File: config.mk
export PLATFORM = sky130hd
export DESIGN_NAME = ppm_p6_stream_parser_top
export DESIGN_NICKNAME = d
export VERILOG_FILES = /design/src/ppmp6_pkg.sv /design/src/ppmp6_front.sv /design/src/ppmp6_queue.sv /design/src/ppmp6_back.sv /design/src/ppm_p6_stream_parser_top.sv
export SDC_FILE = /design/constraint.sdc
export NUM_CORES = 2
export LEC_CHECK = 0
export BUFFER_PORTS_ARGS = -buffer_cell sky130_fd_sc_hd__buf_2
export CAP_MARGIN = 40
export CORE_ASPECT_RATIO = 0.6
export CORE_MARGIN = 1.5
export CORE_UTILIZATION = 28
export CTS_CLUSTER_DIAMETER = 30
export DETAILED_ROUTE_END_ITERATION = 8
export GPL_TIMING_DRIVEN = 1
export RECOVER_POWER = 100
export SLEW_MARGIN = 30
export SYNTH_ARGS = -nofsm -noshare
export SYNTH_HDL_FRONTEND = slang
export SYNTH_SLANG_ARGS = --single-unit
export TNS_END_PERCENT = 30
File: constraint.sdc
create_clock -name clk -period 8.7 [get_ports clk]
set_input_delay 0.87 -clock clk [delete_from_list [all_inputs] [get_ports clk]]
set_output_delay 0.87 -clock clk [all_outputs]
set_load 0.005 [all_outputs]
File: src/ppmp6_pkg.sv
// ----------------------------------------------------------------------------
// ppmp6_pkg
// shared types and constants of the binary ppm stream parser
// ----------------------------------------------------------------------------
package ppmp6_pkg;

  // default token length bound and front/back queue depth
  localparam int MAX_TOKEN_LEN = 32;
  localparam int QUEUE_DEPTH   = 2;

  // final status codes
  localparam logic [1:0] ST_OK          = 2'd0;
  localparam logic [1:0] ST_CORRUPT     = 2'd1;
  localparam logic [1:0] ST_UNSUPPORTED = 2'd2;

  // characters of interest
  localparam logic [7:0] CH_SPACE = 8'h20;
  localparam logic [7:0] CH_TAB   = 8'h09;
  localparam logic [7:0] CH_LF    = 8'h0A;
  localparam logic [7:0] CH_VT    = 8'h0B;
  localparam logic [7:0] CH_FF    = 8'h0C;
  localparam logic [7:0] CH_CR    = 8'h0D;
  localparam logic [7:0] CH_HASH  = 8'h23;
  localparam logic [7:0] CH_PLUS  = 8'h2B;
  localparam logic [7:0] CH_ZERO  = 8'h30;
  localparam logic [7:0] CH_NINE  = 8'h39;
  localparam logic [7:0] CH_SIX   = 8'h36;
  localparam logic [7:0] CH_P     = 8'h50;

  // header numbers
  localparam logic [32:0] VALUE_SAT   = 33'h1_0000_0000;
  localparam logic [32:0] MAXVAL_REQ  = 33'd255;
  // largest pixel count whose byte count fits in 64 bits
  localparam logic [63:0] PIXEL_LIMIT = 64'h5555_5555_5555_5555;

  typedef struct packed {
    logic [7:0] data_byte;
    logic       end_of_file;
  } in_beat_t;

  typedef struct packed {
    logic        result_kind;
    logic [7:0]  red;
    logic [7:0]  green;
    logic [7:0]  blue;
    logic [31:0] image_width;
    logic [31:0] image_height;
    logic [1:0]  parse_status;
    logic        final_item;
  } out_beat_t;

  // classified byte, front to back
  typedef struct packed {
    logic [7:0] data_byte;
    logic       end_of_file;
    logic       is_ws;
    logic       is_eol;
    logic       is_hash;
    logic       is_digit;
    logic       is_plus;
    logic       is_p;
    logic       is_six;
  } class_rec_t;

endpackage

File: src/ppmp6_front.sv
// ----------------------------------------------------------------------------
// ppmp6_front
// takes input beats and tags each byte with its character class
// ----------------------------------------------------------------------------
module ppmp6_front (
  input  logic                  byte_valid,
  output logic                  byte_ready,
  input  ppmp6_pkg::in_beat_t   byte_data,
  input  logic                  q_full,
  output logic                  q_push,
  output ppmp6_pkg::class_rec_t q_rec
);

  logic [7:0] b;

  assign b          = byte_data.data_byte;
  assign byte_ready = !q_full;
  assign q_push     = byte_valid && !q_full;

  always_comb begin
    q_rec.data_byte   = b;
    q_rec.end_of_file = byte_data.end_of_file;
    q_rec.is_ws       = (b == ppmp6_pkg::CH_SPACE) || (b == ppmp6_pkg::CH_TAB) ||
                        (b == ppmp6_pkg::CH_LF) || (b == ppmp6_pkg::CH_CR) ||
                        (b == ppmp6_pkg::CH_FF) || (b == ppmp6_pkg::CH_VT);
    q_rec.is_eol      = (b == ppmp6_pkg::CH_LF) || (b == ppmp6_pkg::CH_CR);
    q_rec.is_hash     = (b == ppmp6_pkg::CH_HASH);
    q_rec.is_digit    = (b >= ppmp6_pkg::CH_ZERO) && (b <= ppmp6_pkg::CH_NINE);
    q_rec.is_plus     = (b == ppmp6_pkg::CH_PLUS);
    q_rec.is_p        = (b == ppmp6_pkg::CH_P);
    q_rec.is_six      = (b == ppmp6_pkg::CH_SIX);
  end

endmodule

File: src/ppmp6_queue.sv
// ----------------------------------------------------------------------------
// ppmp6_queue
// short fifo of classified bytes between front and back
// ----------------------------------------------------------------------------
module ppmp6_queue #(
  parameter int DEPTH = ppmp6_pkg::QUEUE_DEPTH
) (
  input  logic                  clk,
  input  logic                  rst,
  input  logic                  push,
  input  ppmp6_pkg::class_rec_t push_rec,
  output logic                  full,
  input  logic                  pop,
  output logic                  valid,
  output ppmp6_pkg::class_rec_t rec
);

  localparam int PTR_W = (DEPTH > 1) ? $clog2(DEPTH) : 1;
  localparam int CNT_W = $clog2(DEPTH + 1);
  localparam logic [PTR_W-1:0] PTR_LAST = PTR_W'(DEPTH - 1);
  localparam logic [CNT_W-1:0] CNT_FULL = CNT_W'(DEPTH);

  ppmp6_pkg::class_rec_t slots [DEPTH];
  logic [PTR_W-1:0] wr_ptr;
  logic [PTR_W-1:0] rd_ptr;
  logic [CNT_W-1:0] count;

  assign full  = (count == CNT_FULL);
  assign valid = (count != '0);
  assign rec   = slots[rd_ptr];

  always_ff @(posedge clk) begin
    if (rst) begin
      wr_ptr <= '0;
      rd_ptr <= '0;
      count  <= '0;
    end else begin
      if (push) begin
        wr_ptr <= (wr_ptr == PTR_LAST) ? '0 : wr_ptr + 1'b1;
      end
      if (pop) begin
        rd_ptr <= (rd_ptr == PTR_LAST) ? '0 : rd_ptr + 1'b1;
      end
      if (push && !pop) begin
        count <= count + 1'b1;
      end else if (pop && !push) begin
        count <= count - 1'b1;
      end
    end
  end

  always_ff @(posedge clk) begin
    if (push) begin
      slots[wr_ptr] <= push_rec;
    end
  end

endmodule

File: src/ppmp6_back.sv
// ----------------------------------------------------------------------------
// ppmp6_back
// header parser, raster walker and result register with one spare slot
// ----------------------------------------------------------------------------
module ppmp6_back #(
  parameter int MAX_TOKEN_LEN = ppmp6_pkg::MAX_TOKEN_LEN
) (
  input  logic                  clk,
  input  logic                  rst,
  input  logic                  q_valid,
  input  ppmp6_pkg::class_rec_t q_rec,
  output logic                  q_pop,
  output logic                  result_valid,
  input  logic                  result_ready,
  output ppmp6_pkg::out_beat_t  result_data
);

  localparam int TLEN_W = $clog2(MAX_TOKEN_LEN + 1);
  localparam logic [TLEN_W-1:0] TLEN_MAX = TLEN_W'(MAX_TOKEN_LEN);
  localparam logic [TLEN_W-1:0] TLEN_ONE = TLEN_W'(1);
  localparam logic [TLEN_W-1:0] TLEN_TWO = TLEN_W'(2);

  localparam logic [2:0] PH_MAGIC  = 3'd0;
  localparam logic [2:0] PH_WIDTH  = 3'd1;
  localparam logic [2:0] PH_HEIGHT = 3'd2;
  localparam logic [2:0] PH_MAXVAL = 3'd3;
  localparam logic [2:0] PH_RASTER = 3'd4;
  localparam logic [2:0] PH_TRAIL  = 3'd5;
  localparam logic [2:0] PH_HALT   = 3'd6;

  localparam logic [1:0] END_WS   = 2'd0;
  localparam logic [1:0] END_HASH = 2'd1;
  localparam logic [1:0] END_EOF  = 2'd2;

  logic [2:0]        phase, phase_next;
  logic              in_comment, in_comment_next;
  logic [TLEN_W-1:0] tok_len, tok_len_next;
  logic [32:0]       tok_val, tok_val_next;
  logic              tok_bad, tok_bad_next;
  logic [1:0]        magic_match, magic_match_next;
  logic              digit_seen, digit_seen_next;
  logic [31:0]       width_reg, width_reg_next;
  logic [31:0]       height_reg, height_reg_next;
  logic [1:0]        first_error, first_error_next;
  logic [63:0]       pix_rem, pix_rem_next;
  logic [1:0]        chan, chan_next;
  logic [7:0]        held_red, held_red_next;
  logic [7:0]        held_green, held_green_next;
  logic [63:0]       pixels;

  logic                 emit_pix, emit_stat;
  ppmp6_pkg::out_beat_t pix_item, stat_item;
  logic                 spare_valid;
  ppmp6_pkg::out_beat_t spare_item;
  logic                 room;

  assign room  = !result_valid || result_ready;
  assign q_pop = q_valid && room && !spare_valid;

  // pixel count, ready by the time maxval closes
  always_ff @(posedge clk) begin
    pixels <= 64'(width_reg) * 64'(height_reg);
  end

  always_comb begin
    logic              add;
    logic              do_close;
    logic [1:0]        how;
    logic [TLEN_W-1:0] a_len;
    logic [32:0]       a_val;
    logic              a_bad;
    logic [1:0]        a_mm;
    logic              a_dig;
    logic [35:0]       prod;
    logic              num_ok;

    phase_next       = phase;
    in_comment_next  = in_comment;
    tok_len_next     = tok_len;
    tok_val_next     = tok_val;
    tok_bad_next     = tok_bad;
    magic_match_next = magic_match;
    digit_seen_next  = digit_seen;
    width_reg_next   = width_reg;
    height_reg_next  = height_reg;
    first_error_next = first_error;
    pix_rem_next     = pix_rem;
    chan_next        = chan;
    held_red_next    = held_red;
    held_green_next  = held_green;
    emit_pix         = 1'b0;
    emit_stat        = 1'b0;

    add      = 1'b0;
    do_close = 1'b0;
    how      = END_WS;
    a_len    = tok_len;
    a_val    = tok_val;
    a_bad    = tok_bad;
    a_mm     = magic_match;
    a_dig    = digit_seen;
    prod     = '0;
    num_ok   = 1'b0;

    pix_item.result_kind  = 1'b0;
    pix_item.red          = held_red;
    pix_item.green        = held_green;
    pix_item.blue         = q_rec.data_byte;
    pix_item.image_width  = '0;
    pix_item.image_height = '0;
    pix_item.parse_status = ppmp6_pkg::ST_OK;
    pix_item.final_item   = 1'b0;

    stat_item.result_kind  = 1'b1;
    stat_item.red          = '0;
    stat_item.green        = '0;
    stat_item.blue         = '0;
    stat_item.image_width  = '0;
    stat_item.image_height = '0;
    stat_item.parse_status = ppmp6_pkg::ST_OK;
    stat_item.final_item   = 1'b1;

    if (q_pop) begin
      if (phase inside {PH_MAGIC, PH_WIDTH, PH_HEIGHT, PH_MAXVAL}) begin
        if (in_comment) begin
          if (q_rec.is_eol) begin
            in_comment_next = 1'b0;
          end
        end else if (tok_len == '0) begin
          if (q_rec.is_hash) begin
            in_comment_next = 1'b1;
          end else if (!q_rec.is_ws) begin
            add = 1'b1;
          end
        end else if (q_rec.is_ws) begin
          do_close = 1'b1;
          how      = END_WS;
        end else if (q_rec.is_hash) begin
          do_close = 1'b1;
          how      = END_HASH;
        end else begin
          add = 1'b1;
        end
        // a token still open at end of file closes after this byte
        if (q_rec.end_of_file && add) begin
          do_close = 1'b1;
          how      = END_EOF;
        end

        if (add) begin
          if (phase == PH_MAGIC) begin
            if (tok_len == '0 && q_rec.is_p) begin
              a_mm = 2'd1;
            end else if (tok_len == TLEN_ONE && q_rec.is_six && magic_match == 2'd1) begin
              a_mm = 2'd2;
            end else begin
              a_bad = 1'b1;
            end
          end else if (q_rec.is_digit) begin
            if (!tok_val[32]) begin
              prod  = {1'b0, tok_val[31:0], 3'b000} + {3'b000, tok_val[31:0], 1'b0} +
                      {32'd0, q_rec.data_byte[3:0]};
              a_val = (prod[35:32] != 4'd0) ? ppmp6_pkg::VALUE_SAT : {1'b0, prod[31:0]};
            end
            a_dig = 1'b1;
          end else if (!(q_rec.is_plus && tok_len == '0)) begin
            a_bad = 1'b1;
          end
          if (tok_len < TLEN_MAX) begin
            a_len = tok_len + 1'b1;
          end
        end
        tok_len_next     = a_len;
        tok_val_next     = a_val;
        tok_bad_next     = a_bad;
        magic_match_next = a_mm;
        digit_seen_next  = a_dig;

        if (do_close) begin
          num_ok = (a_len < TLEN_MAX) && !a_bad && a_dig && !a_val[32];
          case (phase)
            PH_MAGIC: begin
              if (a_len == TLEN_MAX) begin
                first_error_next = ppmp6_pkg::ST_CORRUPT;
                phase_next       = PH_HALT;
              end else if (a_bad || a_len != TLEN_TWO || a_mm != 2'd2) begin
                first_error_next = ppmp6_pkg::ST_UNSUPPORTED;
                phase_next       = PH_HALT;
              end else begin
                phase_next = PH_WIDTH;
              end
            end
            PH_WIDTH: begin
              if (!num_ok) begin
                first_error_next = ppmp6_pkg::ST_CORRUPT;
                phase_next       = PH_HALT;
              end else begin
                width_reg_next = a_val[31:0];
                phase_next     = PH_HEIGHT;
              end
            end
            PH_HEIGHT: begin
              if (!num_ok) begin
                first_error_next = ppmp6_pkg::ST_CORRUPT;
                phase_next       = PH_HALT;
              end else begin
                height_reg_next = a_val[31:0];
                phase_next      = PH_MAXVAL;
              end
            end
            PH_MAXVAL: begin
              if (!num_ok || width_reg == '0 || height_reg == '0) begin
                first_error_next = ppmp6_pkg::ST_CORRUPT;
                phase_next       = PH_HALT;
              end else if (a_val != ppmp6_pkg::MAXVAL_REQ) begin
                first_error_next = ppmp6_pkg::ST_UNSUPPORTED;
                phase_next       = PH_HALT;
              end else if (how != END_WS || pixels > ppmp6_pkg::PIXEL_LIMIT) begin
                first_error_next = ppmp6_pkg::ST_CORRUPT;
                phase_next       = PH_HALT;
              end else begin
                pix_rem_next = pixels;
                chan_next    = 2'd0;
                phase_next   = PH_RASTER;
              end
            end
            default: begin
              phase_next = phase;
            end
          endcase
          tok_len_next     = '0;
          tok_val_next     = '0;
          tok_bad_next     = 1'b0;
          magic_match_next = 2'd0;
          digit_seen_next  = 1'b0;
          if (how == END_HASH &&
              phase_next inside {PH_MAGIC, PH_WIDTH, PH_HEIGHT, PH_MAXVAL}) begin
            in_comment_next = 1'b1;
          end
        end
      end else if (phase == PH_RASTER) begin
        case (chan)
          2'd0: begin
            held_red_next = q_rec.data_byte;
            chan_next     = 2'd1;
          end
          2'd1: begin
            held_green_next = q_rec.data_byte;
            chan_next       = 2'd2;
          end
          default: begin
            emit_pix     = 1'b1;
            chan_next    = 2'd0;
            pix_rem_next = pix_rem - 64'd1;
            if (pix_rem == 64'd1) begin
              phase_next = PH_TRAIL;
            end
          end
        endcase
      end else if (phase == PH_TRAIL) begin
        if (!q_rec.is_ws) begin
          first_error_next = ppmp6_pkg::ST_CORRUPT;
          phase_next       = PH_HALT;
        end
      end

      if (q_rec.end_of_file) begin
        if (phase_next inside {PH_MAGIC, PH_WIDTH, PH_HEIGHT, PH_MAXVAL, PH_RASTER}) begin
          if (first_error_next == ppmp6_pkg::ST_OK) begin
            first_error_next = ppmp6_pkg::ST_CORRUPT;
          end
        end
        emit_stat              = 1'b1;
        stat_item.parse_status = first_error_next;
        if (first_error_next == ppmp6_pkg::ST_OK) begin
          stat_item.image_width  = width_reg;
          stat_item.image_height = height_reg;
        end
        // back to the reset state for the next file
        phase_next       = PH_MAGIC;
        in_comment_next  = 1'b0;
        tok_len_next     = '0;
        tok_val_next     = '0;
        tok_bad_next     = 1'b0;
        magic_match_next = 2'd0;
        digit_seen_next  = 1'b0;
        width_reg_next   = '0;
        height_reg_next  = '0;
        first_error_next = ppmp6_pkg::ST_OK;
        pix_rem_next     = '0;
        chan_next        = 2'd0;
      end
    end
  end

  always_ff @(posedge clk) begin
    if (rst) begin
      phase       <= PH_MAGIC;
      in_comment  <= 1'b0;
      tok_len     <= '0;
      tok_val     <= '0;
      tok_bad     <= 1'b0;
      magic_match <= 2'd0;
      digit_seen  <= 1'b0;
      width_reg   <= '0;
      height_reg  <= '0;
      first_error <= ppmp6_pkg::ST_OK;
      pix_rem     <= '0;
      chan        <= 2'd0;
    end else begin
      phase       <= phase_next;
      in_comment  <= in_comment_next;
      tok_len     <= tok_len_next;
      tok_val     <= tok_val_next;
      tok_bad     <= tok_bad_next;
      magic_match <= magic_match_next;
      digit_seen  <= digit_seen_next;
      width_reg   <= width_reg_next;
      height_reg  <= height_reg_next;
      first_error <= first_error_next;
      pix_rem     <= pix_rem_next;
      chan        <= chan_next;
    end
  end

  always_ff @(posedge clk) begin
    held_red   <= held_red_next;
    held_green <= held_green_next;
  end

  // result register plus spare slot for the status after a last pixel
  always_ff @(posedge clk) begin
    if (rst) begin
      result_valid <= 1'b0;
      spare_valid  <= 1'b0;
    end else if (room) begin
      if (spare_valid) begin
        result_valid <= 1'b1;
        spare_valid  <= 1'b0;
      end else if (emit_pix || emit_stat) begin
        result_valid <= 1'b1;
        spare_valid  <= emit_pix && emit_stat;
      end else begin
        result_valid <= 1'b0;
      end
    end
  end

  always_ff @(posedge clk) begin
    if (room) begin
      if (spare_valid) begin
        result_data <= spare_item;
      end else if (emit_pix) begin
        result_data <= pix_item;
      end else if (emit_stat) begin
        result_data <= stat_item;
      end
    end
    if (q_pop && emit_pix && emit_stat) begin
      spare_item <= stat_item;
    end
  end

endmodule

File: src/ppm_p6_stream_parser_top.sv
// ----------------------------------------------------------------------------
// ppm_p6_stream_parser_top
// binary ppm (p6) stream parser: header check, pixel output, final status
// ----------------------------------------------------------------------------
//
//   channel   direction   handshake                    beat
//   byte      in          byte_valid / byte_ready      one file byte, eof flag
//   result    out         result_valid / result_ready  one pixel or status item
//
// one byte is taken per cycle while the result side keeps up; the parser in
// the back end retires one queued byte per cycle while the result register
// has room and the spare slot is empty, and registers a result as its byte
// leaves the queue; an end-of-file byte closing a pixel gives two beats, so
// the back end holds the queue while the status beat waits in the spare slot
// a two-beat queue between the classifier and the parser absorbs result
// stalls; input ready drops only when that queue is full
// reset is synchronous; no clearing pass, the block takes bytes right after
// ----------------------------------------------------------------------------
module ppm_p6_stream_parser_top #(
  parameter int MAX_TOKEN_LEN = ppmp6_pkg::MAX_TOKEN_LEN,
  parameter int QUEUE_DEPTH   = ppmp6_pkg::QUEUE_DEPTH
) (
  input  logic                 clk,
  input  logic                 rst,
  input  logic                 byte_valid,
  output logic                 byte_ready,
  input  ppmp6_pkg::in_beat_t  byte_data,
  output logic                 result_valid,
  input  logic                 result_ready,
  output ppmp6_pkg::out_beat_t result_data
);

  // classified byte into the queue
  logic                  q_push;
  ppmp6_pkg::class_rec_t push_rec;
  logic                  q_full;

  // queue head toward the parser
  logic                  q_valid;
  logic                  q_pop;
  ppmp6_pkg::class_rec_t head_rec;

  // front: handshake and character classes
  ppmp6_front u_front (
    .byte_valid (byte_valid),
    .byte_ready (byte_ready),
    .byte_data  (byte_data),
    .q_full     (q_full),
    .q_push     (q_push),
    .q_rec      (push_rec)
  );

  // decoupling queue, lets either side stall alone
  ppmp6_queue #(
    .DEPTH (QUEUE_DEPTH)
  ) u_queue (
    .clk      (clk),
    .rst      (rst),
    .push     (q_push),
    .push_rec (push_rec),
    .full     (q_full),
    .pop      (q_pop),
    .valid    (q_valid),
    .rec      (head_rec)
  );

  // back: header tokens, size product, raster walk, sticky first error
  ppmp6_back #(
    .MAX_TOKEN_LEN (MAX_TOKEN_LEN)
  ) u_back (
    .clk          (clk),
    .rst          (rst),
    .q_valid      (q_valid),
    .q_rec        (head_rec),
    .q_pop        (q_pop),
    .result_valid (result_valid),
    .result_ready (result_ready),
    .result_data  (result_data)
  );

endmodule

Word-level counts from Yosys, hierarchy flattened
Memories as Yosys holds them, arrays and structs flattened. A register that Yosys moved wholly into a read port is not among the register bits.
Cells that the tools add are included.
- register bits: 423
- RAM bits: 32
- output and inout bits: 94
- logic and storage cells: 320
- memories kept: 1
- memories (memory ; words ; width ; rd ports ; clocked after Yosys merged registers in ; write ports ; line ; text):
    u_queue.slots ; 2 ; 16 ; 1 ; 1 ; 1 ; ppmp6_queue.sv:23 ; ppmp6_pkg::class_rec_t slots [DEPTH];
- add/subtract/negate cells: 8
- multiply operators: 1
- order comparisons: 5
- equal/unequal tests: 38
- multiplexer cells: 163
- bitwise logic cells: 1
- reductions and logical operators: 72
- operator list (cell ; number):
    64-bit two-way mux ; 10
    33-bit two-way mux ; 10
    32-bit two-way mux ; 9
    92-bit two-way mux ; 2
    66-bit two-way mux ; 2
    2-bit two-way mux ; 43
    67-bit two-way mux ; 1
    64-bit by 1-bit == test with 1-bit output (second input constant) ; 1
    64-bit by 63-bit > comparator with 1-bit output (second input constant) ; 1
    32-bit zero test ; 2
    32-bit by 32-bit multiplier with 64-bit output ; 1
    64-bit by 1-bit subtractor with 64-bit output (second input constant) ; 1
    1-bit two-way mux ; 58
    3-bit two-way mux ; 18
    6-bit two-way mux ; 7
    8-bit by 4-bit == test with 1-bit output (second input constant) ; 5
    35-bit by 33-bit adder with 36-bit output ; 1
    36-bit by 4-bit adder with 36-bit output ; 1
    33-bit by 8-bit inequality test with 1-bit output (second input constant) ; 1
    8-bit by 6-bit == test with 1-bit output (second input constant) ; 4
    3-bit by 2-bit == test with 1-bit output (second input constant) ; 6
    1-bit logical AND ; 18
    2-bit nonzero test ; 8
    1-bit logical OR ; 13
    35 further kinds ; 65

Longest topological paths before layout
- word-level depth: 36
- gate-level depth with buffers: 33
- gate-level depth less buffers: 31

By module
A second synthesis with hierarchy kept.
- cells, all modules: 6015
- area, all modules: 54392.2 um^2
- modules (own cells, without submodules) (module ; instances ; cells an instance ; area an instance (um^2)):
    ppmp6_back ; 1 ; 5910 ; 52814.4
    ppmp6_queue ; 1 ; 72 ; 1363.8
    ppmp6_front ; 1 ; 33 ; 214.0

Least setup slack after synthesis
Ideal clock, no wire load.
- path kind: reg2reg
- from: register u_back.height_reg[2]
- to: register u_back.pixels[63]
- data arrival time: 7.926 ns
- required time: 8.628 ns
- setup slack: 0.702 ns
- cell stages (with the launch flop): 29
- path buffers: 2
- clock period less this slack: 7.998 ns
- path through: dfxtp_1 -> clkbuf_1 -> clkbuf_1 -> nand2_1 -> fa_1 -> inv_1 -> fa_1 -> fa_1 -> fa_1 -> ha_1 -> ha_1 -> inv_1 -> fa_1 -> fa_1 -> inv_1 -> ha_1 -> a21o_1 -> a2111o_1 -> a31oi_1 -> o31ai_1 -> a2111oi_0 -> o21ai_0 -> a31oi_1 -> o2111ai_1 -> and3_1 -> a211o_1 -> a221o_1 -> a21oi_1 -> xnor2_1
- longest elaborated chain between the ends: 1
- ends and longest elaborated chain (item ; line ; text):
    start: declaration ; ppmp6_back.sv:43 ; logic [31:0] height_reg, height_reg_next;
    start signal: assignment ; ppmp6_back.sv:319 ; height_reg <= height_reg_next;
    32-bit by 32-bit multiplier with 64-bit output ; ppmp6_back.sv:62 ; pixels <= 64'(width_reg) * 64'(height_reg);
    end signal: assignment ; ppmp6_back.sv:62 ;
    end: declaration ; ppmp6_back.sv:49 ; logic [63:0] pixels;
No other way between the ends.
A chain may end at the register's enable or synchronous reset.

Worst setup path after layout
- from: register u_back.height_reg[9]
- to: register u_back.pixels[55]
The elaborated chain is that of the path after synthesis.

==> results.toml <==
[synth]
yosys_warnings = 0
syn_nets = 7294
synth_common_cells = "nand2_1, inv_1, fa_1, clkbuf_1, ha_1"
netlist_area_um2 = 54600
synth_edf_count = 205
ys_seq_area_share_pct = 20.5
synth.most_common_cell = "nand2_1"
synth_top_area_share_pct = 32.9
syn_area_per_cell_um2 = 9.02
ys_top_cells_by_area = "fa_1, edfxtp_1, dfxtp_1"
synth-seq-cells = 455
yosysTopAreaCell = "fa_1"
yosys_most_used_dff = "dfxtp_1"
synthArstFlopShare_pct = 0
syn_inst = 6051
yosysUniqueCellTypes = 95

[timing]
setup_tns_ps = 0
slew_headroom_pct = -101
final-max-slew-violation-count = 230
clock.fmax_mhz = 117
hold_viol_final = 0
finClkSkew_ps = 80.6
whs_ps = 453
timing.final.crit_share_pct = 98.5
tightest_slew_ps = 3020
report.final.setup_viol = 0
layout_min_cycle_time_ps = 8570

[worst_setup_path]
cp_data_required_time_ps = 9300
crit_path_max_incr_delay_ps = 610
rr_worst_depth = 31
r2r-end = "u_back.pixels[55]"
cp_slowest_cell = "fa_1"
regToRegSetupSlack_ps = 130
path_max_fanout = 17
endpoint_kind = "flip-flop"
arrival_ps = 9180
r2r-start = "u_back.height_reg[9]"
startpoint_type = "flip-flop"
critPathMostFrequentCell = "fa_1"
worst-setup-path-type = "reg -> reg"

[drt]
drt_first_pass_iters = 6
drt_iter0_markers = 5301
ant_nets = 0
drt-total-wl_um = 195000
drcViolationCount = 0
wl_per_cell_um = 22.3
vias_per_cell = 5.09
dr_total_vias = 44400

[floorplan]
rows = 125
start_util_pct = 28.2
die_x_um = 573
core_area_um2 = 194000
io_pins = 107
die-area_um2 = 198000
die_y_um = 345

[power]
ir_worst_vdd_uv = 188
p_per_area_nw_per_um2 = 127
p_leak_nw = 27.0

[clocking]
clk_root_buffer_cell = "clkbuf_16"
cts_sinks = 455
path_clk_slew_ps = 60
postCtsHoldBufs = 0
cts_buffers = 81
h-tree-depth = 3
cts_tree = "built"
cts_buffer_depth = 3
clock_latency_ps = 690

[final_layout]
reg.largest.list = "u_back.result_data x91, u_back.spare_item x66"
fillerInstances = 20200
largest_register_ffs = 91
design_area_um2 = 61700
finalNetCount = 7299
top_register = "u_back.result_data"
areaGrowthSynthToFinish_pct = 13.2
drive_gt1_share_pct = 7.14

[grt]
grt_pass1_vias = 44200
grt_pass1_wl_um = 289000
antenna_found_initial = 5
overflow = 0
grt_max_degree = 86
grt_usage_pct = 19.4

[placement]
dp.final_hpwl_um = 150000
portBuffers = 106
dpl_cell_area_um2 = 59000
place_congestion = 0.964

[run_status]
outcome = "finished, violations left"
violations = "capacitance limit, slew limit"

[flow_run]
drv_cap = 7

[min_path]
hold_path_class = "in -> reg"
hold_end = "u_queue.slots[0][7]"
hold_depth = 1
min_from = "byte_data[0]"
-- cell families (layout without fill, tap and decap cells) --
family,after synthesis,after routing,synth area share (%)
flops,455,455,20.5
compound gates,765,765,9.54
xor+xnor,106,106,1.70
other cells,0,1,0
mux,21,21,0.417
simple gates,2055,2055,17.5
fa+ha+maj,1230,1230,40.6
buf+inv,1419,1490,9.88
-- layout make-up --
type                    instances  area, um2  area share (%)
repair buffers                319       2530            4.10
diodes                          1       2.50         0.00405
well taps                    2603       3260            5.27
inverters                    1022       3840            6.21
clock inverters                55        687            1.11
multi-input cells            4177      38100            61.7
flip-flops and latches        455      11200            18.1
clock buffers                  94       2150            3.48
-- report_power, final --
| part | switching (W) | internal, W |
|---|---|---|
| registers | 0.000113 | 0.00248 |
| clock network | 0.00128 | 0.00205 |
| logic | 0.00137 | 0.000527 |
| total | 0.00277 | 0.00506 |
-- per-stage QoR --
step / std cells / power, W / worst slack [ps] / utilization [%]
2_1_floorplan: 6051 / 0.00378 / 702 / -
3_3_place_gp: 8560 / 0.00449 / 41.2 / 30.4
3_5_place_dp: 8570 / 0.00453 / -25.1 / 30.5
4_1_cts: 8719 / 0.00789 / 52.5 / 31.9
5_1_grt: 8726 / 0.00815 / -8.05 / 31.9
6_report: 8726 / 0.00783 / 126 / 31.9
-- cells in the final DEF (no fill, tap or decap), drive strengths merged, types with 17 or more instances in the layout --
master / instances
a211oi: 17
xnor2: 65
clkinv: 23
ha: 332
nor2: 221
a22oi: 43
dfxtp: 250
a21oi: 253
nor4: 53
nor3: 83
or3: 28
fa: 898
a32o: 68
nand4: 23
clkbuf: 188
buf: 224
a31oi: 24
a21o: 63
and3: 27
o21ai: 112
edfxtp: 205
nand2b: 21
a221oi: 18
nand3: 81
o21a: 20
and2: 320
inv: 1039
nor2b: 44
nand2: 1094
xor2: 41
-- how the worst max path moves through the flow --
stage	from	to	slack, ps	depth (start not counted)
floorplan	u_back.height_reg[2]	u_back.pixels[63]	700	28
global placement	u_back.width_reg[24]	u_back.pixels[54]	40	23
detailed placement	u_back.width_reg[24]	u_back.pixels[63]	-30	30
CTS	u_back.height_reg[9]	u_back.pixels[63]	50	31
global route	u_back.height_reg[13]	u_back.pixels[58]	-8	28
finish	u_back.height_reg[9]	u_back.pixels[55]	130	31
-- layer usage --
| layer | vias up | GRT usage (%) | part of all wire [%] |
|---|---|---|---|
| li1 | 19200 | - | - |
| met1 | 22500 | 30.0 | 47 |
| met2 | 2470 | 25.4 | 37 |
| met3 | 200 | 6.79 | 14 |
| met4 | 0 | 3.07 | 1.4 |
| met5 | - | 0 | 0 |
-- repair_timing --
action                     CTS  global route
setup buffers                0             0
resized for setup            1            29
setup endpoints to repair    3            11
cloned                       0             4
pin swaps                    0             2
-- critical path, delay by kind of cell, from the launching register on --
family,cells,cell delay [ps]
and+or+nand+nor,1,100
DFF,1,420
adders and majority gates,9,4410
buffers and inverters,10,1010
AOI/OAI and AO/OA,10,2140
xor gates and xnor gates,1,380
Note: power is estimated with default switching activity, not from simulation.
